$ cat src/sv/ryc_pkg.sv
// Shared types, constants and the Q16 clamp function for the RGB to YCbCr 4:2:0 converter.
package ryc_pkg;

  // Field widths and reset values
  localparam int RYC_PIX_W      = 8;
  localparam int RYC_LW_W       = 11;
  localparam int RYC_BLK_W      = 9;
  localparam int RYC_MAX_WIDTH  = 1024;
  localparam int RYC_QUEUE_DEPTH = 4;
  localparam logic [RYC_LW_W-1:0] RYC_LW_RESET = 11'd352;

  // Q16 arithmetic: sums are exact and fit 26 signed bits
  localparam int RYC_SUM_W  = 26;
  localparam int RYC_FRAC_W = 16;
  localparam int RYC_PAIR_W = 9;

  localparam logic signed [RYC_SUM_W-1:0] RYC_KY_R  = 26'sd19595;
  localparam logic signed [RYC_SUM_W-1:0] RYC_KY_G  = 26'sd38470;
  localparam logic signed [RYC_SUM_W-1:0] RYC_KY_B  = 26'sd7471;
  localparam logic signed [RYC_SUM_W-1:0] RYC_KCB_R = 26'sd11076;
  localparam logic signed [RYC_SUM_W-1:0] RYC_KCB_G = 26'sd21692;
  localparam logic signed [RYC_SUM_W-1:0] RYC_KCB_B = 26'sd32768;
  localparam logic signed [RYC_SUM_W-1:0] RYC_KCR_R = 26'sd32768;
  localparam logic signed [RYC_SUM_W-1:0] RYC_KCR_G = 26'sd27460;
  localparam logic signed [RYC_SUM_W-1:0] RYC_KCR_B = 26'sd5328;
  localparam logic signed [RYC_SUM_W-1:0] RYC_OFFSET = 26'sd8388608;

  // What the back end does with a pixel's chroma
  typedef enum logic [1:0] {
    KIND_LEFT,   // even column: hold chroma for the pair
    KIND_PAIR,   // odd column, even row: store the pair sum
    KIND_AVG     // odd column, odd row: give the 2x2 mean
  } ryc_kind_t;

  typedef struct packed {
    logic [RYC_PIX_W-1:0] red;
    logic [RYC_PIX_W-1:0] green;
    logic [RYC_PIX_W-1:0] blue;
    ryc_kind_t            kind;
  } ryc_pix_t;

  // Truncate a nonnegative Q16 value to an integer and clamp to 0..255
  function automatic logic [RYC_PIX_W-1:0] ryc_clamp(input logic signed [RYC_SUM_W-1:0] v);
    logic [RYC_PIX_W-1:0] res;
    if (v < 0) begin
      res = '0;
    end else if (v[RYC_SUM_W-1:RYC_FRAC_W] > (RYC_SUM_W-RYC_FRAC_W)'(255)) begin
      res = '1;
    end else begin
      res = v[RYC_FRAC_W+RYC_PIX_W-1:RYC_FRAC_W];
    end
    return res;
  endfunction

endpackage

$ cat src/sv/ryc_queue.sv
// Small request queue between the front end and the back end.
module ryc_queue #(
  parameter int W     = 8,
  parameter int DEPTH = ryc_pkg::RYC_QUEUE_DEPTH
) (
  input  logic         clk,
  input  logic         rst_n,
  input  logic         push_valid,
  output logic         push_ready,
  input  logic [W-1:0] push_data,
  output logic         pop_valid,
  input  logic         pop_ready,
  output logic [W-1:0] pop_data
);
  import ryc_pkg::*;

  localparam int PTR_W = DEPTH > 2 ? $clog2(DEPTH) : 1;
  localparam int CNT_W = $clog2(DEPTH + 1);

  logic [W-1:0]     store_r [DEPTH];
  logic [PTR_W-1:0] wr_ptr_r, rd_ptr_r;
  logic [CNT_W-1:0] count_r;
  logic             do_push, do_pop;

  assign push_ready = (count_r != CNT_W'(DEPTH));
  assign pop_valid  = (count_r != '0);
  assign pop_data   = store_r[rd_ptr_r];
  assign do_push    = push_valid && push_ready;
  assign do_pop     = pop_valid && pop_ready;

  // Store incoming requests
  always_ff @(posedge clk) begin
    if (do_push) begin
      store_r[wr_ptr_r] <= push_data;
    end
  end

  // Advance pointers and occupancy
  always_ff @(posedge clk) begin
    if (!rst_n) begin
      wr_ptr_r <= '0;
      rd_ptr_r <= '0;
      count_r  <= '0;
    end else begin
      if (do_push) begin
        wr_ptr_r <= (wr_ptr_r == PTR_W'(DEPTH-1)) ? '0 : wr_ptr_r + PTR_W'(1);
      end
      if (do_pop) begin
        rd_ptr_r <= (rd_ptr_r == PTR_W'(DEPTH-1)) ? '0 : rd_ptr_r + PTR_W'(1);
      end
      if (do_push && !do_pop) begin
        count_r <= count_r + CNT_W'(1);
      end else if (do_pop && !do_push) begin
        count_r <= count_r - CNT_W'(1);
      end
    end
  end

endmodule

$ cat config.mk
export PLATFORM = sky130hd
export DESIGN_NAME = ryc_queue
export DESIGN_NICKNAME = d
export VERILOG_FILES = /design/src/sv/ryc_pkg.sv /design/src/sv/ryc_queue.sv
export SDC_FILE = /design/constraint.sdc
export NUM_CORES = 1
export LEC_CHECK = 0
export BUFFER_PORTS_ARGS = -buffer_cell sky130_fd_sc_hd__buf_4
export CELL_PAD_IN_SITES_DETAIL_PLACEMENT = 0
export CELL_PAD_IN_SITES_GLOBAL_PLACEMENT = 1
export CORE_MARGIN = 10
export CORE_UTILIZATION = 50
export DETAILED_ROUTE_END_ITERATION = 8
export PLACE_DENSITY = 0.86
export SYNTH_ARGS = -nofsm -noshare
export SYNTH_HDL_FRONTEND = slang
export SYNTH_SLANG_ARGS = --single-unit
$ cat constraint.sdc
create_clock -name clk -period 4.9 [get_ports clk]
set_input_delay 0.98 -clock clk [delete_from_list [all_inputs] [get_ports clk]]
set_output_delay 0.98 -clock clk [all_outputs]
set_load 0.005 [all_outputs]
==> results of run 1 <==
## critical path, cell delays in order, from the launching register on
cell and delay [ps]:
dfxtp_1 680, mux4_2 580, buf_4 150
## cell type report
type                    instances  area, um^2
fillers                       259        1200
repair buffers                 21         158
well taps                      44        55.1
clock inverters                 2        33.8
inverters                       3        11.3
flip-flops and latches         41        1140
multi-input cells              45         465
clock buffers                   6        41.3
## synth_stat cells
| library cell | instances | share of area |
|---|---|---|
| and2_1 | 1 | 0.0038 |
| xnor2_1 | 1 | 0.0054 |
| a21boi_0 | 1 | 0.0046 |
| and3_2 | 4 | 0.018 |
| nand3_1 | 2 | 0.0061 |
| clkbuf_2 | 1 | 0.0031 |
| dfxtp_1 | 9 | 0.11 |
| buf_2 | 1 | 0.0031 |
| fa_1 | 1 | 0.012 |
| mux2i_1 | 2 | 0.012 |
| or3_2 | 2 | 0.0092 |
| nor2b_1 | 1 | 0.0038 |
| nand2_1 | 5 | 0.011 |
| o21ai_0 | 4 | 0.012 |
| buf_1 | 1 | 0.0023 |
| nand4_1 | 1 | 0.0038 |
| o31ai_1 | 1 | 0.0046 |
| and2_4 | 1 | 0.0054 |
| ha_1 | 6 | 0.046 |
| nor2_1 | 2 | 0.0046 |
| inv_1 | 3 | 0.0069 |
| edfxtp_1 | 32 | 0.59 |
| or3b_1 | 1 | 0.0054 |
| mux4_2 | 8 | 0.11 |
| clkbuf_1 | 1 | 0.0023 |
| xor2_1 | 1 | 0.0054 |
## through the flow
step           setup slack (ps)  hold WS [ps]  instance area (um^2)   util  std cells
2_1_floorplan              2380           468                  1640      -         93
3_3_place_gp               2220           497                  1830  0.590        154
3_5_place_dp               2120           499                  1830  0.590        154
4_1_cts                    2100           515                  1910  0.614        162
5_1_grt                    2040           565                  1910  0.614        162
6_report                   2170           516                  1910  0.614        162
## registers in the layout (all words and copies together) (netlist names), named ones only
register  flops
wr_ptr_r      2
rd_ptr_r      2
count_r       3
store_r      32
## layer usage
metal  track usage  vias up
met5             0        -
met4        0.0274        0
met3        0.0490        2
met2         0.146       27
met1         0.111      418
li1              -      403
## path summary, 6_finish.rpt
check / end / slack [ps] / depth (start not counted)
worst max register to register: count_r[2] / 2500 / 7
worst min register to register: wr_ptr_r[1] / 520 / 2
worst min-delay path: wr_ptr_r[1] / 520 / 2
worst max-delay path: pop_data[4] / 2170 / 2
## cell families (layout without fill, tap and decap cells)
logic type,Yosys count,in the layout,synth area share
AO/OA/AOI/OAI,6,6,0.0214
XOR/XNOR,2,2,0.0107
adder cells (fa/ha/maj),7,7,0.0581
buffers and inverters,7,32,0.0176
flip-flops,41,41,0.698
multiplexers,10,10,0.122
AND/OR/NAND/NOR,20,20,0.0719
## report_power, final
| group | switching (mW) | leakage, nW | internal, mW |
|---|---|---|---|
| Clock | 0.0982 | 0.0399 | 0.106 |
| Combinational | 0.105 | 0.286 | 0.153 |
| Sequential | 0.0459 | 0.367 | 0.428 |
| Total | 0.249 | 0.694 | 0.687 |
==> summary.md, run 1 <==
| Metric | Value |
|---|---|
| Most frequent cells in the layout | `edfxtp_1 (32), buf_4 (21), dfxtp_1 (9)` |
| Number of synthesized register bits | `41` |
| Synthesized instance count | `93` |
| Synthesized net count | `112` |
| Number of port buffers | `21` |
| Grt total ovfl | `0` |
| Routability cong. | `0.676` |
| Fin Setup TNS | `0 ps` |
| Min-delay src | `wr_ptr_r[1]` |
| Layout overhead on the synthesized area | `16.5%` |
| Crit path max fanout | `8` |
| Initial drt markers | `57` |
| Synthesized area per cell | `17.6 um^2` |
| Post-layout nets | `136` |
| Total CTS buffers | `5` |
| Worst Path Required | `3920 ps` |
| Die area | `5960 um^2` |
| First-pass GRT wire length | `4350 um` |
| Via count | `850` |
| WS Path Type | `flop to primary output` |
| Clock Tree Root | `clkbuf_4` |
| Clock Pin Slew Worst Setup and Hold Paths | `110 ps` |
| Routed WL per cell | `16.1 um` |
| Sequential-to-total area share from yosys stat | `0.698` |
| Maximum level of the CTS H-tree | `2` |
| CP startpoint kind | `flop` |
| Gr usage total | `0.0942` |
| Antenna diodes | `0` |
| Met2 WL | `1350 um` |
| Outcome | `finished, final reports clean` |
| Ys Warns | `0` |
| CP endpoint kind | `primary output` |
| Initial antenna violation count | `0` |
| Share of cells above drive strength 1 | `0.356` |
| Core box area | `3100 um^2` |
| Remaining DRCs | `0` |
| WL met3 | `174 um` |
| Worst-margin pin slew | `549 ps` |
| Period Utilization, post-route | `0.558` |
| Layout Skew | `7.57 ps` |
| Mapped Area | `1640 um^2` |
| Die W | `77.2 um` |
| Leak pwr | `0.694 nW` |
| 1st-pass router iterations | `4` |
| Setup bufs post-CTS | `0` |
| Clock Sink Count | `41` |
| Resize count post-CTS | `0` |
| Vias in the first global route | `870` |
| Top Ports | `22` |
| Worst IR Drop VDD | `0.000256 V` |
| Die H | `77.2 um` |
| Final-report hold violation count | `0` |
| Endpoints failing setup | `0` |
| Max_slew headroom | `0.633` |
| Post-DRT Antenna Nets | `0` |
| RSZ-0062 raised after global routing | `false` |
| Min Tclk post-route | `2730 ps` |
| Hpwl dp | `1930 um` |
| Clock Tree Buf Depth | `2` |
| Max Cap Violations | `0` |
| PD cells | `491 nW/um^2` |
| Via density | `5.25` |
| Top sig layer | `met4` |
| # rows | `20` |
| Slew Limit Fails | `0` |
| Worst hold-check path type | `flop to flop` |
| Synth unique cells | `26` |
| Largest net degree at the start of global routing | `13` |
| Wl on met1 | `1070 um` |
| Starting Density | `0.527` |
| Most common cell after layout, fill and taps aside | `edfxtp_1` |
| Arr. time, crit path | `1750 ps` |
| Achievable clock frequency | `0.366 GHz` |
| Reg-to-reg startpoint | `count_r[1]` |
| Final wirelength | `2610 um` |
| TritonCTS clock tree | `yes` |
| Clock latency on the worst-skew pair | `330 ps` |
| Post-CTS Hold Fix Bufs | `0` |
| Power, Total | `0.936 mW` |
Note: power is estimated with default switching activity, not from simulation.
==> inputs of run 2 (changes only) <==
- CORE_UTILIZATION: 50 -> 47
- PLACE_DENSITY: 0.86 -> 0.82
- clock period: 4.9 -> 2.65 ns (I/O delays scaled with it)
==> summary.md, run 2 (synthesis gave the netlist of run 1 again) <==
| Metric | Value |
|---|---|
| Clock latency on the worst-skew pair | `340 ps (about the same)` |
| Via density | `5.25 (about the same)` |
| Hold worst-path end | `store_r[3][2]` |
| Post-CTS Hold Fix Bufs | `0 (unchanged)` |
| Design area | `1950 um^2 (+2.2%)` |
| CP startpoint kind | `flop` |
| Max Cap Violations | `0 (unchanged)` |
| Grt total ovfl | `0 (unchanged)` |
| Routability cong. | `0.680 (+0.56%)` |
| Slew Limit Fails | `0 (unchanged)` |
| Clock Tree Root | `clkbuf_4` |
| Share of cells above drive strength 1 | `0.378 (+0.0222)` |
| Die area | `6240 um^2 (+4.7%)` |
| Slack of the worst reg-to-reg path | `360 ps (-2140 ps)` |
| Resize count post-CTS | `0 (unchanged)` |
| # rows | `21 (+5.0%)` |
| 1st-pass router iterations | `4 (unchanged)` |
| Largest net degree at the start of global routing | `15 (+2)` |
| Most common cell after layout, fill and taps aside | `edfxtp_1` |
| Setup bufs post-CTS | `0 (unchanged)` |
| Initial drt markers | `79 (+39%)` |
| Min-delay src | `push_data[2]` |
| Chain of cells forming the critical path | `or3b_1, and2_4, ha_1, inv_1, fa_1, xor2_1, or3_2, a21boi_0` |
| Final-report hold violation count | `0 (unchanged)` |
| Arr. time, crit path | `2550 ps (+800 ps)` |
| CP endpoint kind | `flop` |
| Combinational fraction of design power | `0.261 (-0.014)` |
| Top Ports | `22 (unchanged)` |
| Die H | `79.0 um (+2.3%)` |
| R2R Path End | `count_r[2]` |
| Hold depth | `1 (-1)` |
| Clock Tree Buf Depth | `2 (unchanged)` |
| Post-layout nets | `137 (+0.74%)` |
| Gr usage total | `0.0932 (-0.00107)` |
| Pint | `1.38 mW (+100%)` |
| Maximum level of the CTS H-tree | `2 (unchanged)` |
| Reg2Reg Depth | `8 (+1)` |
| Worst hold-check path type | `primary input to flop` |
| Psw | `0.481 mW (+93%)` |
| Clock Pin Slew Worst Setup and Hold Paths | `120 ps (about the same)` |
| Remaining DRCs | `0 (unchanged)` |
| Clock share of power | `0.268 (+0.050)` |
| Die W | `79.0 um (+2.3%)` |
| PD cells | `955 nW/um^2 (+94%)` |
| Max_slew headroom | `0.650 (+0.0169)` |
| Power, Total | `1.86 mW (+99%)` |
| Core box area | `3340 um^2 (+7.5%)` |
| Outcome | `finished, final reports clean` |
| Worst IR Drop VDD | `0.000451 V (+76%)` |
| Layout Skew | `3.85 ps (-3.72 ps)` |
| Total CTS buffers | `5 (unchanged)` |
| Leak pwr | `0.714 nW (+2.9%)` |
| Max incr delay on CP | `440 ps (-240 ps)` |
| Number of port buffers | `21 (unchanged)` |
| CP delay by family, top | `simple AND/OR/NAND/NOR gates` |
| WP buf/inv | `1 (unchanged)` |
| Post-DRT Antenna Nets | `0 (unchanged)` |
| Endpoints failing setup | `0 (unchanged)` |
| Period Utilization, post-route | `0.862` |
| First-pass GRT wire length | `4460 um (+2.7%)` |
| Hpwl dp | `1930 um (+0.35%)` |
| Worst path slowest cell | `dfxtp_1` |
| Top reg by flops | `store_r` |
| Clock Sink Count | `41 (unchanged)` |
| Worst Path Required | `2920 ps (-1000 ps)` |
| Layout overhead on the synthesized area | `19.1%` |
| Post-place instance area | `1840 um^2 (+0.55%)` |
| Min Tclk post-route | `2290 ps` |
| Initial antenna violation count | `0 (unchanged)` |
| Final wirelength | `2640 um (+1.3%)` |
| Most frequent cells in the layout | `edfxtp_1 (32), buf_4 (22), dfxtp_1 (9)` |
| Starting Density | `0.490 (-0.0370)` |
| Seq pwr share | `0.471 (-0.035)` |
| Reg-to-reg startpoint | `count_r[0]` |
| Worst-margin pin slew | `524 ps (-25.3 ps)` |
| Routed WL per cell | `16.0 um (-0.58%)` |
| Max reg flops | `32 (unchanged)` |
| Largest regs | `store_r (32), count_r (3)` |
| Crit. path cell count | `8 (+6)` |
| Antenna diodes | `0 (unchanged)` |
| Via count | `866 (+1.9%)` |
| TritonCTS clock tree | `yes` |
| WS Path Type | `flop to flop` |
| Achievable clock frequency | `0.438 GHz` |
| RSZ-0062 raised after global routing | `false` |
| Fin Setup TNS | `0 ps (unchanged)` |
| Crit path max fanout | `7 (-1)` |
| Sw Share | `0.259 (-0.00706)` |
| Vias in the first global route | `930 (+6.9%)` |
==> run 2: changes by cell type in the layout (fill, tap and decap cells not counted), sizes merged <==
| cell | change |
|---|---|
| clkbuf | -1 |
| buf | +1 |
| inv | +1 |
| clkinv | -1 |
| bufinv | +1 |
==> run 2: through the flow <==
step           hold WS (ps)   util  worst slack (ps)  cells
6_report                383  0.583               365    165
5_1_grt                 361  0.583               145    165
4_1_cts                 369  0.583               317    165
3_5_place_dp            511  0.552               368    157
3_3_place_gp            493  0.552               470    157
2_1_floorplan           468      -               465     93
==> run 2: worst max-delay path by stage <==
stage	from	endpoint	slack, ps
6_report	count_r[0]	count_r[2]	360
5_1_grt	count_r[0]	count_r[2]	150
4_1_cts	flop	pop_data[4]	320
3_5_place_dp	count_r[0]	count_r[2]	370
3_3_place_gp	pop_ready	count_r[2]	470
2_1_floorplan	count_r[0]	count_r[2]	470
==> run 2: worst register-to-register path, cell delays in order (launching register included) <==
cell	delay, ps
dfxtp_1	440
or3b_1	250
and2_4	190
ha_1	170
inv_1	60
fa_1	370
xor2_1	150
or3_2	400
a21boi_0	180
==> run 2: layer usage <==
layer | GRT usage | up-vias | routed length [um]
met5 | 0 | - | 0
met4 | 0.0376 | 0 | 34
met3 | 0.0383 | 6 | 151
met2 | 0.153 | 24 | 1370
met1 | 0.106 | 431 | 1090
li1 | - | 405 | -
==> run 2: power groups by stage <==
stage               combinational (mW)  clock (mW)  sequential, mW
finish                           0.486       0.498           0.875
global placement                 0.482           0           0.888
floorplan                        0.336           0           0.845
global route                     0.541       0.529           0.892
CTS                              0.495       0.506           0.879
detailed placement               0.492           0           0.893
==> run 2: layout make-up <==
| type | instances | area (um^2) |
|---|---|---|
| multi-input cells | 45 | 465 |
| fillers | 263 | 1390 |
| repair buffers | 22 | 165 |
| clock buffers | 5 | 37.5 |
| inverters | 3 | 11.3 |
| well taps | 46 | 57.6 |
| clock inverters | 3 | 68.8 |
| flip-flops and latches | 41 | 1140 |
