**src/sv/ryc_pkg.sv**
```systemverilog
// Shared types, constants and the Q16 clamp function for the RGB to YCbCr 4:2:0 converter.
package ryc_pkg;

  // Field widths and reset values
  localparam int RYC_PIX_W      = 8;
  localparam int RYC_LW_W       = 11;
  localparam int RYC_BLK_W      = 9;
  localparam int RYC_MAX_WIDTH  = 1024;
  localparam int RYC_QUEUE_DEPTH = 4;
  localparam logic [RYC_LW_W-1:0] RYC_LW_RESET = 11'd352;

  // Q16 arithmetic: sums are exact and fit 26 signed bits
  localparam int RYC_SUM_W  = 26;
  localparam int RYC_FRAC_W = 16;
  localparam int RYC_PAIR_W = 9;

  localparam logic signed [RYC_SUM_W-1:0] RYC_KY_R  = 26'sd19595;
  localparam logic signed [RYC_SUM_W-1:0] RYC_KY_G  = 26'sd38470;
  localparam logic signed [RYC_SUM_W-1:0] RYC_KY_B  = 26'sd7471;
  localparam logic signed [RYC_SUM_W-1:0] RYC_KCB_R = 26'sd11076;
  localparam logic signed [RYC_SUM_W-1:0] RYC_KCB_G = 26'sd21692;
  localparam logic signed [RYC_SUM_W-1:0] RYC_KCB_B = 26'sd32768;
  localparam logic signed [RYC_SUM_W-1:0] RYC_KCR_R = 26'sd32768;
  localparam logic signed [RYC_SUM_W-1:0] RYC_KCR_G = 26'sd27460;
  localparam logic signed [RYC_SUM_W-1:0] RYC_KCR_B = 26'sd5328;
  localparam logic signed [RYC_SUM_W-1:0] RYC_OFFSET = 26'sd8388608;

  // What the back end does with a pixel's chroma
  typedef enum logic [1:0] {
    KIND_LEFT,   // even column: hold chroma for the pair
    KIND_PAIR,   // odd column, even row: store the pair sum
    KIND_AVG     // odd column, odd row: give the 2x2 mean
  } ryc_kind_t;

  typedef struct packed {
    logic [RYC_PIX_W-1:0] red;
    logic [RYC_PIX_W-1:0] green;
    logic [RYC_PIX_W-1:0] blue;
    ryc_kind_t            kind;
  } ryc_pix_t;

  // Truncate a nonnegative Q16 value to an integer and clamp to 0..255
  function automatic logic [RYC_PIX_W-1:0] ryc_clamp(input logic signed [RYC_SUM_W-1:0] v);
    logic [RYC_PIX_W-1:0] res;
    if (v < 0) begin
      res = '0;
    end else if (v[RYC_SUM_W-1:RYC_FRAC_W] > (RYC_SUM_W-RYC_FRAC_W)'(255)) begin
      res = '1;
    end else begin
      res = v[RYC_FRAC_W+RYC_PIX_W-1:RYC_FRAC_W];
    end
    return res;
  endfunction

endpackage

```
**src/sv/ryc_channels.sv**
```systemverilog
// Valid/ready channel interfaces for pixels, results and the line width register.
interface ryc_pixel_if;
  logic       valid;
  logic       ready;
  logic [7:0] red;
  logic [7:0] green;
  logic [7:0] blue;
  logic       frame_start;

  modport source (output valid, red, green, blue, frame_start, input ready);
  modport sink   (input valid, red, green, blue, frame_start, output ready);
endinterface


interface ryc_cfg_if;
  logic        valid;
  logic        ready;
  logic [10:0] line_width;

  modport source (output valid, line_width, input ready);
  modport sink   (input valid, line_width, output ready);
endinterface

```
**src/sv/ryc_front.sv**
```systemverilog
// Front end: line width register, column and row tracking, chroma classification.
module ryc_front #(
  parameter int MAX_WIDTH = ryc_pkg::RYC_MAX_WIDTH
) (
  input  logic                         clk,
  input  logic                         rst_n,
  ryc_pixel_if.sink                    in_ch,
  ryc_cfg_if.sink                      cfg_ch,
  output logic                         push_valid,
  input  logic                         push_ready,
  output ryc_pkg::ryc_pix_t            push_pix,
  output logic [((MAX_WIDTH/2) > 1 ? $clog2(MAX_WIDTH/2) : 1)-1:0] push_idx
);
  import ryc_pkg::*;

  localparam int IDX_W = (MAX_WIDTH/2) > 1 ? $clog2(MAX_WIDTH/2) : 1;
  localparam int CNT_W = $clog2(MAX_WIDTH) > 2 ? $clog2(MAX_WIDTH) : 2;
  localparam int EW    = (CNT_W + 1) > RYC_LW_W ? CNT_W + 1 : RYC_LW_W;
  localparam int MAXW  = (MAX_WIDTH / 2) * 2;

  logic [RYC_LW_W-1:0] line_width_r;
  logic [CNT_W-1:0]    col_r, col_use, col_nxt;
  logic                odd_r, odd_use, odd_nxt;
  logic [EW-1:0]       eff_w, col_inc;
  logic                accept;

  assign cfg_ch.ready = 1'b1;
  assign in_ch.ready  = push_ready;
  assign push_valid   = in_ch.valid;
  assign accept       = in_ch.valid && push_ready;

  // Clear position at frame start, classify, and advance the column
  always_comb begin
    col_use = in_ch.frame_start ? '0 : col_r;
    odd_use = in_ch.frame_start ? 1'b0 : odd_r;

    eff_w = EW'({line_width_r[RYC_LW_W-1:1], 1'b0});
    if (eff_w < EW'(2)) begin
      eff_w = EW'(2);
    end
    if (eff_w > EW'(MAXW)) begin
      eff_w = EW'(MAXW);
    end

    col_inc = EW'(col_use) + EW'(1);
    if (col_inc >= eff_w) begin
      col_nxt = '0;
      odd_nxt = ~odd_use;
    end else begin
      col_nxt = col_use + CNT_W'(1);
      odd_nxt = odd_use;
    end

    push_pix.red   = in_ch.red;
    push_pix.green = in_ch.green;
    push_pix.blue  = in_ch.blue;
    if (!col_use[0]) begin
      push_pix.kind = KIND_LEFT;
    end else if (odd_use) begin
      push_pix.kind = KIND_AVG;
    end else begin
      push_pix.kind = KIND_PAIR;
    end
    push_idx = IDX_W'(col_use >> 1);
  end

  // Hold the line width and the raster position
  always_ff @(posedge clk) begin
    if (!rst_n) begin
      line_width_r <= RYC_LW_RESET;
      col_r        <= '0;
      odd_r        <= 1'b0;
    end else begin
      if (cfg_ch.valid) begin
        line_width_r <= cfg_ch.line_width;
      end
      if (accept) begin
        col_r <= col_nxt;
        odd_r <= odd_nxt;
      end
    end
  end

endmodule

```
**src/flat_wrapper.sv**
```systemverilog
// flat-port wrapper written by rule: the top's interface ports become plain ports
module ryc_front_flat import ryc_pkg::*;
#(
  parameter int MAX_WIDTH = ryc_pkg::RYC_MAX_WIDTH
)
  (clk, rst_n, push_valid, push_ready, push_pix, push_idx, in_ch_valid, in_ch_red, in_ch_green, in_ch_blue, in_ch_frame_start, in_ch_ready, cfg_ch_valid, cfg_ch_line_width, cfg_ch_ready);
  ryc_pixel_if in_ch_i ();
  ryc_cfg_if cfg_ch_i ();
  input  logic clk;
  input  logic rst_n;
  output logic push_valid;
  input  logic push_ready;
  output ryc_pkg::ryc_pix_t push_pix;
  output logic [((MAX_WIDTH/2) > 1 ? $clog2(MAX_WIDTH/2) : 1)-1:0] push_idx;
  input wire logic [$bits(in_ch_i.valid)-1:0] in_ch_valid;
  input wire logic [$bits(in_ch_i.red)-1:0] in_ch_red;
  input wire logic [$bits(in_ch_i.green)-1:0] in_ch_green;
  input wire logic [$bits(in_ch_i.blue)-1:0] in_ch_blue;
  input wire logic [$bits(in_ch_i.frame_start)-1:0] in_ch_frame_start;
  output wire logic [$bits(in_ch_i.ready)-1:0] in_ch_ready;
  input wire logic [$bits(cfg_ch_i.valid)-1:0] cfg_ch_valid;
  input wire logic [$bits(cfg_ch_i.line_width)-1:0] cfg_ch_line_width;
  output wire logic [$bits(cfg_ch_i.ready)-1:0] cfg_ch_ready;
  assign in_ch_i.valid = in_ch_valid;
  assign in_ch_i.red = in_ch_red;
  assign in_ch_i.green = in_ch_green;
  assign in_ch_i.blue = in_ch_blue;
  assign in_ch_i.frame_start = in_ch_frame_start;
  assign in_ch_ready = in_ch_i.ready;
  assign cfg_ch_i.valid = cfg_ch_valid;
  assign cfg_ch_i.line_width = cfg_ch_line_width;
  assign cfg_ch_ready = cfg_ch_i.ready;
  ryc_front #(.MAX_WIDTH(MAX_WIDTH)) u_core (.clk(clk), .rst_n(rst_n), .in_ch(in_ch_i), .cfg_ch(cfg_ch_i), .push_valid(push_valid), .push_ready(push_ready), .push_pix(push_pix), .push_idx(push_idx));
endmodule
```
**config.mk**
```make
export PLATFORM = sky130hd
export DESIGN_NAME = ryc_front_flat
export DESIGN_NICKNAME = d
export VERILOG_FILES = /design/src/sv/ryc_pkg.sv /design/src/sv/ryc_channels.sv /design/src/sv/ryc_front.sv /design/src/flat_wrapper.sv
export SDC_FILE = /design/constraint.sdc
export NUM_CORES = 1
export LEC_CHECK = 0
export ABC_AREA = 1
export BUFFER_PORTS_ARGS = -buffer_cell sky130_fd_sc_hd__buf_4
export CAP_MARGIN = 15
export CORE_MARGIN = 10
export CORE_UTILIZATION = 40
export DETAILED_ROUTE_END_ITERATION = 12
export PLACE_DENSITY_LB_ADDON = 0.05
export SYNTH_ARGS = -nofsm -noshare
export SYNTH_HDL_FRONTEND = slang
export SYNTH_SLANG_ARGS = --single-unit
```
**constraint.sdc**
```tcl
create_clock -name clk -period 2.8 [get_ports clk]
set_clock_uncertainty 0.1 [all_clocks]
set_input_delay 0.14 -clock clk [delete_from_list [all_inputs] [get_ports clk]]
set_output_delay 0.14 -clock clk [all_outputs]
set_load 0.01 [all_outputs]
```
==> results of run 1 <==
## registers in the layout, summed over array words and instances, names as in the netlist
signal               cells
u_core.col_r            10
u_core.line_width_r     10
u_core.odd_r             1
## worst register-to-register path, stage by stage (launching register included)
cell     delay, ps
dfxtp_1        350
inv_1           40
nor2_1         130
ha_1           180
inv_1           70
nor2_4         150
nand3_1        130
nand2_1         90
inv_1           60
ha_1           330
nand2_1         70
a21oi_1         70
nor2_2         140
nand3_2        170
nor2_4         200
nand3_1        100
a21oi_1        130
## how the worst max path moves through the flow
stage	slack, ps	start	end
2_1_floorplan	380	u_core.col_r[1]	u_core.col_r[0]
3_3_place_gp	210	u_core.col_r[1]	u_core.col_r[0]
3_5_place_dp	170	u_core.col_r[1]	u_core.col_r[5]
4_1_cts	150	u_core.col_r[1]	u_core.col_r[5]
5_1_grt	1	u_core.col_r[1]	u_core.col_r[4]
6_report	230	u_core.col_r[1]	u_core.col_r[2]
## per-layer routing
layer,GRT usage,wire length [microns],vias to the layer above
met2,0.168,1720,30
met3,0.0338,275,7
li1,-,-,810
met4,0.0464,82,0
met5,0,0,-
met1,0.119,1630,620
## timing repair
| action | 4_1_cts | 5_1_grt |
|---|---|---|
| endpoints found under the hold margin | 6 | 0 |
| resized for setup | 0 | 5 |
| hold buffers | 6 | 0 |
| setup endpoints to repair | 0 | 10 |
## per-stage QoR
step | area (sq um) | setup slack (ps) | hold slack [ps]
floorplan | 1670 | 377 | 162
global placement | 1750 | 208 | 180
detailed placement | 1750 | 174 | 180
CTS | 1850 | 154 | 13.8
global route | 1880 | 1.05 | 39.8
finish | 1880 | 229 | 13.6
## cell usage in the layout (no fill, tap or decap), drive strengths merged, types with 2 or more instances in the layout
cell type     n
xor2          4
nor3          2
nor2         35
ha           11
dlygate4sd3   6
a21oi        18
inv          38
clkbuf        4
o21ai         8
nand2        57
nand3        25
nand4         4
dfxtp        21
buf          32
## layout make-up
cell class,instances,share of cell area
tap,50,0.0332
sequential,21,0.223
clock buffer,4,0.0239
timing repair buffer,38,0.159
multi-input combinational,168,0.482
inverter,39,0.0777
## logic make-up (layout without fill, tap and decap cells)
group / after synthesis / after routing / share of synthesized area
adder cells (fa/ha/maj): 11 / 11 / 0.0823
XOR/XNOR: 4 / 4 / 0.0209
buffers and inverters: 71 / 81 / 0.224
AND/OR/NAND/NOR: 123 / 124 / 0.320
flip-flops: 21 / 21 / 0.251
other: 1 / 1 / 0.00224
AO/OA/AOI/OAI: 28 / 28 / 0.0987
## power by group
group | internal, mW | total (mW) | switching (mW)
registers | 0.310 | 0.320 | 0.00987
logic | 0.0508 | 0.113 | 0.0621
clock network | 0.102 | 0.202 | 0.101
==> impl_metrics.json, run 1 <==
{
  "io_pins": 79,
  "min_path_cells": 3,
  "diodes": 0,
  "dr.pass1.iters": 4,
  "synth_top_cell_area_share": 0.251,
  "cts_tree": "yes",
  "ys.flop_type": "dfxtp_1",
  "slew_viol_final": 0,
  "num_vias": 1467,
  "post-dp-hpwl_microns": 3050,
  "viasPerCell": 4.58,
  "die_h_microns": 84.7,
  "grt_pass1_wl_microns": 6380,
  "critPathTopFamily": "simple AND/OR/NAND/NOR gates",
  "nets": 323,
  "gp_congestion": 0.863,
  "core_sq_um": 4030,
  "dpl.cell_count": 309,
  "status": "completed",
  "regArea_sq_um": 420,
  "worstPathArrival_ps": 2660,
  "rr_endpoint": "u_core.col_r[2]",
  "crit_slowest_cell": "dfxtp_1",
  "dieArea_sq_um": 7170,
  "routedWlPerCell_microns": 11.6,
  "multi_input_area_sq_um": 908,
  "crit_path_start_kind": "flop",
  "drc": 0,
  "yosysTopAreaCell": "dfxtp_1",
  "ys_async_sr_fraction": 0,
  "r2r_start": "u_core.col_r[1]",
  "end_kind": "flop",
  "post_cts_buffers": 0,
  "ys_top_cells_by_area": "dfxtp_1, nand2_1, buf_4, inv_1, ha_1",
  "crit_fanout": 5,
  "period_minus_slack_ps": 2570,
  "die_w_microns": 84.7,
  "post-route-util": 0.467,
  "tns_ps": 0,
  "avgSynthCellArea_sq_um": 6.46,
  "overflow": 0,
  "start_util": 0.415,
  "antenna_found_initial": 0,
  "ys_top_cells_by_count": "nand2_1, inv_1, nor2_1",
  "rsz0062_at_grt": "false",
  "cts_inserted_buffers": 3,
  "fillers": 455,
  "slowest_delay_ps": 350,
  "clock_latency_ps": 260,
  "hold_violations": 0,
  "std_cell_rows": 23,
  "cellPowerDensity_nw_per_um2": 337,
  "drv_cap": 0,
  "worst_ir_drop_vdd_v": 0.000166,
  "path_cells": "inv_1, nor2_1, ha_1, inv_1, nor2_4, nand3_1, nand2_1, inv_1, ha_1, nand2_1, a21oi_1, nor2_2, nand3_2, nor2_4, nand3_1, a21oi_1",
  "critPathMostFrequentCell": "inv_1",
  "min_to": "u_core.line_width_r[3]",
  "worstHoldStart": "cfg_ch_line_width[3]",
  "drive_above_1_share": 0.181,
  "crit_required_ps": 2890,
  "grt_pass1_vias": 1492,
  "r2r_slack_ps": 230,
  "htreeDepth": 1,
  "clockBufferDepth": 2,
  "final_cell_count_no_fill": 320,
  "power.total_uw": 635,
  "drt_iter0_markers": 70,
  "clock-sinks": 21,
  "yosysMostFrequentCell": "nand2_1",
  "syn-cell-area_sq_um": 1670,
  "synth_edf_count": 0,
  "cp_num_cells": 16,
  "grt_use_total": 0.103,
  "synth_nets": 311,
  "synth-seq-cells": 21,
  "synth.distinct_cells": 26,
  "ys_seq_area_frac": 0.251,
  "worstSetupPathType": "reg2reg",
  "setup_viol": 0,
  "fin_crit_sh": 0.918,
  "grt_max_degree": 14,
  "leakage_nw": 0.970,
  "routed_wl_microns": 3710,
  "antenna_left": 0,
  "cts_root_buf": "clkbuf_8",
  "hp-class": "in2reg",
  "area_growth_pct": 12.6,
  "path_clk_slew_ps": 70,
  "synthCells": 259,
  "max_freq_ghz": 0.389,
  "yosysWarningCount": 0,
  "crit_buf_inv": 3,
  "port_buffers": 28,
  "r2r_cells": 16
}
(Power assumes the default switching activity.)
==> run 2: changes to the inputs <==
--- a/config.mk
+++ b/config.mk
@@ -9,7 +9,8 @@
 export BUFFER_PORTS_ARGS = -buffer_cell sky130_fd_sc_hd__buf_4
 export CAP_MARGIN = 15
 export CORE_MARGIN = 10
-export CORE_UTILIZATION = 40
+export CORE_UTILIZATION = 48
+export CTS_BUF_LIST = sky130_fd_sc_hd__clkbuf_8
 export DETAILED_ROUTE_END_ITERATION = 12
 export PLACE_DENSITY_LB_ADDON = 0.05
 export SYNTH_ARGS = -nofsm -noshare
==> run 2 against run 1 <==
Hold slack worse by 11 ps. Combinational power about the same. Setup slack better by 77 ps. Clock power down 4%. Critical path depth unchanged. Global-route usage up 1.4 points.
==> impl_metrics.json, run 2 (synthesized netlist as in run 1, its figures left out) <==
{
  "status": "completed",
  "fillers": 372,
  "cts_tree": "yes",
  "r2r_cells": 16,
  "dieArea_sq_um": 6250,
  "dpl-instance-area_sq_um": 1730,
  "end_kind": "flop",
  "rr_endpoint": "u_core.col_r[1]",
  "port_buffers": 28,
  "final_cell_mix": "nand2_1, inv_1, buf_4",
  "r2r_start": "u_core.col_r[1]",
  "leakage_nw": 0.961,
  "hold_violations": 0,
  "routedWlPerCell_microns": 11.6,
  "core_sq_um": 3360,
  "viasPerCell": 4.77,
  "period_minus_slack_ps": 2490,
  "rsz0062_at_grt": "false",
  "die_w_microns": 79.0,
  "num_vias": 1492,
  "grt_max_degree": 14,
  "worstPathArrival_ps": 2580,
  "highest_layer": "met4",
  "drc": 0,
  "dr.pass1.iters": 4,
  "nets": 320,
  "r2r_slack_ps": 310,
  "worstSetupPathType": "reg2reg",
  "antenna_left": 0,
  "cts_root_buf": "clkbuf_8",
  "wl_met1_microns": 1650,
  "clock_latency_ps": 260,
  "gp_congestion": 0.767,
  "routed_wl_microns": 3630,
  "largestRegisters": "u_core.col_r x10, u_core.line_width_r x10, u_core.odd_r x1",
  "grt_pass1_wl_microns": 6250,
  "multi_input_area_sq_um": 908,
  "setup_viol": 0,
  "clockBufferDepth": 2,
  "route.met2.wl_microns": 1780,
  "crit_fanout": 5,
  "std_cell_rows": 21,
  "start_util": 0.497,
  "regArea_sq_um": 420,
  "diodes": 0,
  "hp-class": "in2reg",
  "cellPowerDensity_nw_per_um2": 337,
  "drv_cap": 0,
  "min_to": "u_core.line_width_r[3]",
  "design_area_sq_um": 1850,
  "overflow": 0,
  "tns_ps": 0,
  "grt_use_total": 0.117,
  "fin_crit_sh": 0.891,
  "max_freq_ghz": 0.401,
  "path_clk_slew_ps": 70,
  "die_h_microns": 79.0,
  "slew_viol_final": 0,
  "crit_path_start_kind": "flop",
  "cts_inserted_buffers": 3,
  "met3WireLength_microns": 188,
  "drive_above_1_share": 0.187,
  "antenna_found_initial": 0,
  "drt_iter0_markers": 57,
  "post-dp-hpwl_microns": 2910,
  "htreeDepth": 1,
  "min_path_cells": 3,
  "crit_required_ps": 2890,
  "grt_pass1_vias": 1404,
  "io_pins": 79,
  "worst_ir_drop_vdd_v": 0.000238,
  "mostFrequentLayoutCell": "nand2_1",
  "area_growth_pct": 10.5,
  "clock-sinks": 21,
  "worstHoldStart": "cfg_ch_line_width[3]"
}
-- run 2: changes by cell type in the layout (fill, tap and decap cells not counted) --
cell           previous run  this run
dlygate4sd3_1             6         3
a21oi_1                  18        16
a21oi_2                   0         2
clkbuf_1                  1         0
inv_1                    37        38
xor2_1                    3         4
xor2_2                    1         0
-- run 2: worst max-delay path by stage --
stage                            from  cells after the start  slack, ps              end
5_1_grt               u_core.col_r[1]                     16         30  u_core.col_r[7]
2_1_floorplan         u_core.col_r[1]                     16        380  u_core.col_r[0]
6_report              u_core.col_r[1]                     16        310  u_core.col_r[1]
3_5_place_dp   u_core.line_width_r[6]                     13        170  u_core.col_r[9]
3_3_place_gp   u_core.line_width_r[6]                     13        170  u_core.col_r[8]
4_1_cts        u_core.line_width_r[6]                     13        130  u_core.col_r[9]
-- run 2: area by class of cell --
cell class,instances,area share
clock inverter,1,0.00203
sequential,21,0.227
tap,46,0.0311
timing repair buffer,35,0.146
inverter,39,0.0792
clock buffer,3,0.0223
multi-input combinational,168,0.492
-- run 2: through the flow --
stage / instances / hold WS, ps / total power, mW / utilization / worst slack [ps]
finish: 313 / 3.09 / 0.623 / 0.549 / 306
global route: 313 / 14.3 / 0.659 / 0.549 / 28.7
CTS: 311 / 1.53 / 0.628 / 0.538 / 128
detailed placement: 304 / 180 / 0.431 / 0.516 / 166
global placement: 304 / 180 / 0.431 / 0.516 / 166
floorplan: 259 / 162 / 0.431 / - / 377
-- run 2: layer usage --
| metal | up-vias | track usage |
|---|---|---|
| met5 | - | 0 |
| met4 | 0 | 0.0394 |
| met3 | 4 | 0.0282 |
| met2 | 31 | 0.202 |
| met1 | 649 | 0.138 |
| li1 | 808 | - |
-- run 2: worst max-delay path, cell delays in order (launching register included) --
cell and delay, ps:
dfxtp_1 360, inv_1 60, nor2_2 100, ha_1 170, inv_1 70, nor2_4 130
nand3_1 120, nand2_1 90, inv_1 60, ha_1 310, nand2_1 70, a21oi_1 50
nor2_1 180, nand3_2 150, nor2_4 190, nand3_1 90, a21oi_1 130
-- run 2: report_power, final --
part / internal (mW) / switching (mW)
Clock: 0.0976 / 0.0956
Sequential: 0.310 / 0.00963
Combinational: 0.0481 / 0.0624
Total: 0.456 / 0.168
-- run 2: repair_timing --
item | 4_1_cts | 5_1_grt
hold buffers | 3 | 0
gates resized for setup | 0 | 6
endpoints found under the hold margin | 3 | 0
buffers inserted | 0 | 1
endpoints found under the setup margin | 0 | 10
==> run 3: changes to the inputs <==
--- a/config.mk
+++ b/config.mk
@@ -5,7 +5,6 @@
 export SDC_FILE = /design/constraint.sdc
 export NUM_CORES = 1
 export LEC_CHECK = 0
-export ABC_AREA = 1
 export BUFFER_PORTS_ARGS = -buffer_cell sky130_fd_sc_hd__buf_4
 export CAP_MARGIN = 15
 export CORE_MARGIN = 10
==> run 3 against run 2 <==
First-iteration DRC count fell by 42%. Clock power rose by 9%. Hold slack improved by 24 ps. Sequential power fell by 1%. Final cell count fell by 21%. Synthesized cell count fell by 26%. Global-route usage rose by 1.3 points. Count of clock-buffer cells in the layout did not move. Largest cell class unchanged. Largest power group unchanged.
==> impl_metrics.json, run 3 <==
{
  "status": "completed",
  "crit_path_start_kind": "flop",
  "tns_ps": 0,
  "critPathLaunch": "u_core.col_r[0]",
  "die_w_microns": 78.1,
  "synth-seq-cells": 21,
  "synth.distinct_cells": 40,
  "min_path_cells": 3,
  "grt_pass1_wl_microns": 6580,
  "routedWlPerCell_microns": 16.6,
  "drt_iter0_markers": 33,
  "fin_crit_sh": 0.953,
  "r2r_slack_ps": 130,
  "antenna_left": 0,
  "r2r_cells": 12,
  "grt_pass1_vias": 1310,
  "worstPathArrival_ps": 2780,
  "std_cell_rows": 21,
  "grt_use_total": 0.130,
  "ys_top_cells_by_count": "nand2_1, buf_4, dfxtp_1",
  "hp-class": "in2reg",
  "slowest_delay_ps": 350,
  "gp_congestion": 0.803,
  "clock-sinks": 21,
  "dpl.cell_count": 237,
  "crit_fanout": 6,
  "holdWs_ps": 27.2,
  "start_util": 0.490,
  "synthCells": 191,
  "nets": 254,
  "diodes": 0,
  "dpl_worst_slack_ps": -172,
  "grt_max_degree": 23,
  "path_clk_slew_ps": 80,
  "crit_required_ps": 2910,
  "antenna_found_initial": 0,
  "yosysTopAreaCell": "dfxtp_1",
  "clock_latency_ps": 270,
  "slew_viol_final": 0,
  "num_vias": 1315,
  "max_freq_ghz": 0.375,
  "mostFrequentLayoutCell": "buf_4",
  "post-dp-hpwl_microns": 3100,
  "slew_headroom": 0.666,
  "ys_top_cells_by_area": "dfxtp_1, buf_4, ha_1, nand2_1, mux2i_1",
  "worst_slack_ps": 130,
  "end_kind": "flop",
  "viasPerCell": 5.32,
  "avgSynthCellArea_sq_um": 8.49,
  "cts_inserted_buffers": 3,
  "worst_slew_pin_slew_ps": 500,
  "setup_viol": 0,
  "io_pins": 79,
  "regArea_sq_um": 422,
  "clockBufferDepth": 2,
  "dpl-instance-area_sq_um": 1690,
  "overflow": 0,
  "synth_nets": 243,
  "cts_root_buf": "clkbuf_8",
  "drive_above_1_share": 0.318,
  "synth_edf_count": 0,
  "die_h_microns": 78.1,
  "period_minus_slack_ps": 2670,
  "syn-cell-area_sq_um": 1620,
  "yosysWarningCount": 0,
  "core_sq_um": 3310,
  "synth_top_cell_area_share": 0.259,
  "htreeDepth": 1,
  "setup.worst_path.end": "u_core.col_r[6]",
  "crit_slowest_cell": "dfxtp_1",
  "area_growth_pct": 15.8,
  "ys.flop_type": "dfxtp_1",
  "leakage_nw": 0.843,
  "worstSetupPathType": "reg2reg",
  "r2r_start": "u_core.col_r[0]",
  "power.total_uw": 640,
  "port_buffers": 28,
  "path_cells": "nor2b_4, ha_4, and4_1, nand4_1, xnor2_2, ha_1, o21ai_0, nand2b_1, a21oi_2, buf_4, o211ai_1, a21boi_1",
  "ys_async_sr_fraction": 0,
  "drc": 0,
  "fillers": 323,
  "hold_violations": 0,
  "dr.pass1.iters": 4,
  "rr_endpoint": "u_core.col_r[6]",
  "drv_cap": 0,
  "routed_wl_microns": 4110,
  "dieArea_sq_um": 6100,
  "ys_seq_area_frac": 0.259,
  "final_cell_mix": "buf_4, nand2_1, dfxtp_1",
  "design_area_sq_um": 1880,
  "final_cell_count_no_fill": 247,
  "worst_ir_drop_vdd_v": 0.000210,
  "largestRegisters": "u_core.col_r x10, u_core.line_width_r x10, u_core.odd_r x1",
  "yosysMostFrequentCell": "nand2_1",
  "post-route-util": 0.567,
  "multi_input_area_sq_um": 1010,
  "cellPowerDensity_nw_per_um2": 341,
  "cts_tree": "yes"
}
## run 3: cell types whose count changed in the layout (fill, tap and decap cells not counted), moves of 5 or more
| cell | delta |
|---|---|
| a21oi_1 | -14 |
| inv_1 | -36 |
| nand2_1 | -27 |
| nor2_1 | -26 |
| o21ai_0 | -5 |
| nand3_1 | -21 |
| o211ai_1 | +7 |
| a21boi_1 | +9 |
| nor2b_1 | +13 |
| mux2i_1 | +10 |
| xnor2_1 | +5 |
## run 3: where the power goes
| group | leakage [nW] | internal (mW) | switching [mW] |
|---|---|---|---|
| sequential | 0.172 | 0.308 | 0.00751 |
| combinational | 0.645 | 0.0568 | 0.0563 |
| clock | 0.0255 | 0.0996 | 0.112 |
| total | 0.843 | 0.465 | 0.175 |
## run 3: layout make-up
class / instances / area share
clock buffers: 3 / 0.0220
well taps: 46 / 0.0306
inverters: 3 / 0.00600
multi-input cells: 132 / 0.538
repair buffers: 41 / 0.177
flip-flops and latches: 21 / 0.225
clock inverters: 1 / 0.00266
## run 3: logic make-up after synthesis
group                      count (synthesis)  synth area share
AOI/OAI and AO/OA                         31             0.147
and+or+nand+nor                           71             0.241
other                                      1           0.00231
muxes                                     10            0.0617
buffers and inverters                     38             0.161
xor gates and xnor gates                   8            0.0432
adders and majority gates                 11            0.0849
DFF                                       21             0.259
## run 3: repair_timing
item,4_1_cts,5_1_grt
hold endpoints to repair,3,0
hold buffers,3,0
buffers inserted,1,1
resized for setup,5,13
pin swaps,1,5
setup endpoints to repair,11,11
cloned,0,1
## run 3: critical path, delay by kind of cell (launching register included)
family          cells  cell delay [ps]
compound gates      4              650
flops               1              350
buf+inv             1              190
fa+ha+maj           2              460
xor+xnor            1              190
simple gates        4              670
## run 3: per-layer routing
metal / global-route usage / part of all wire / vias up
li1: - / - / 651
met1: 0.153 / 0.41 / 586
met2: 0.198 / 0.48 / 65
met3: 0.0569 / 0.088 / 13
met4: 0.0591 / 0.018 / 0
met5: 0 / 0 / -
## run 3: worst min-delay path by stage
| stage | from | to | slack (ps) |
|---|---|---|---|
| 6_report | cfg_ch_line_width[7] | u_core.line_width_r[7] | 30 |
| 5_1_grt | cfg_ch_line_width[3] | u_core.line_width_r[3] | 50 |
| 4_1_cts | cfg_ch_line_width[7] | u_core.line_width_r[7] | 30 |
| 3_5_place_dp | in_ch_green[5] | push_pix[15] | 180 |
| 3_3_place_gp | in_ch_green[5] | push_pix[15] | 180 |
| 2_1_floorplan | cfg_ch_line_width[5] | u_core.line_width_r[5] | 170 |
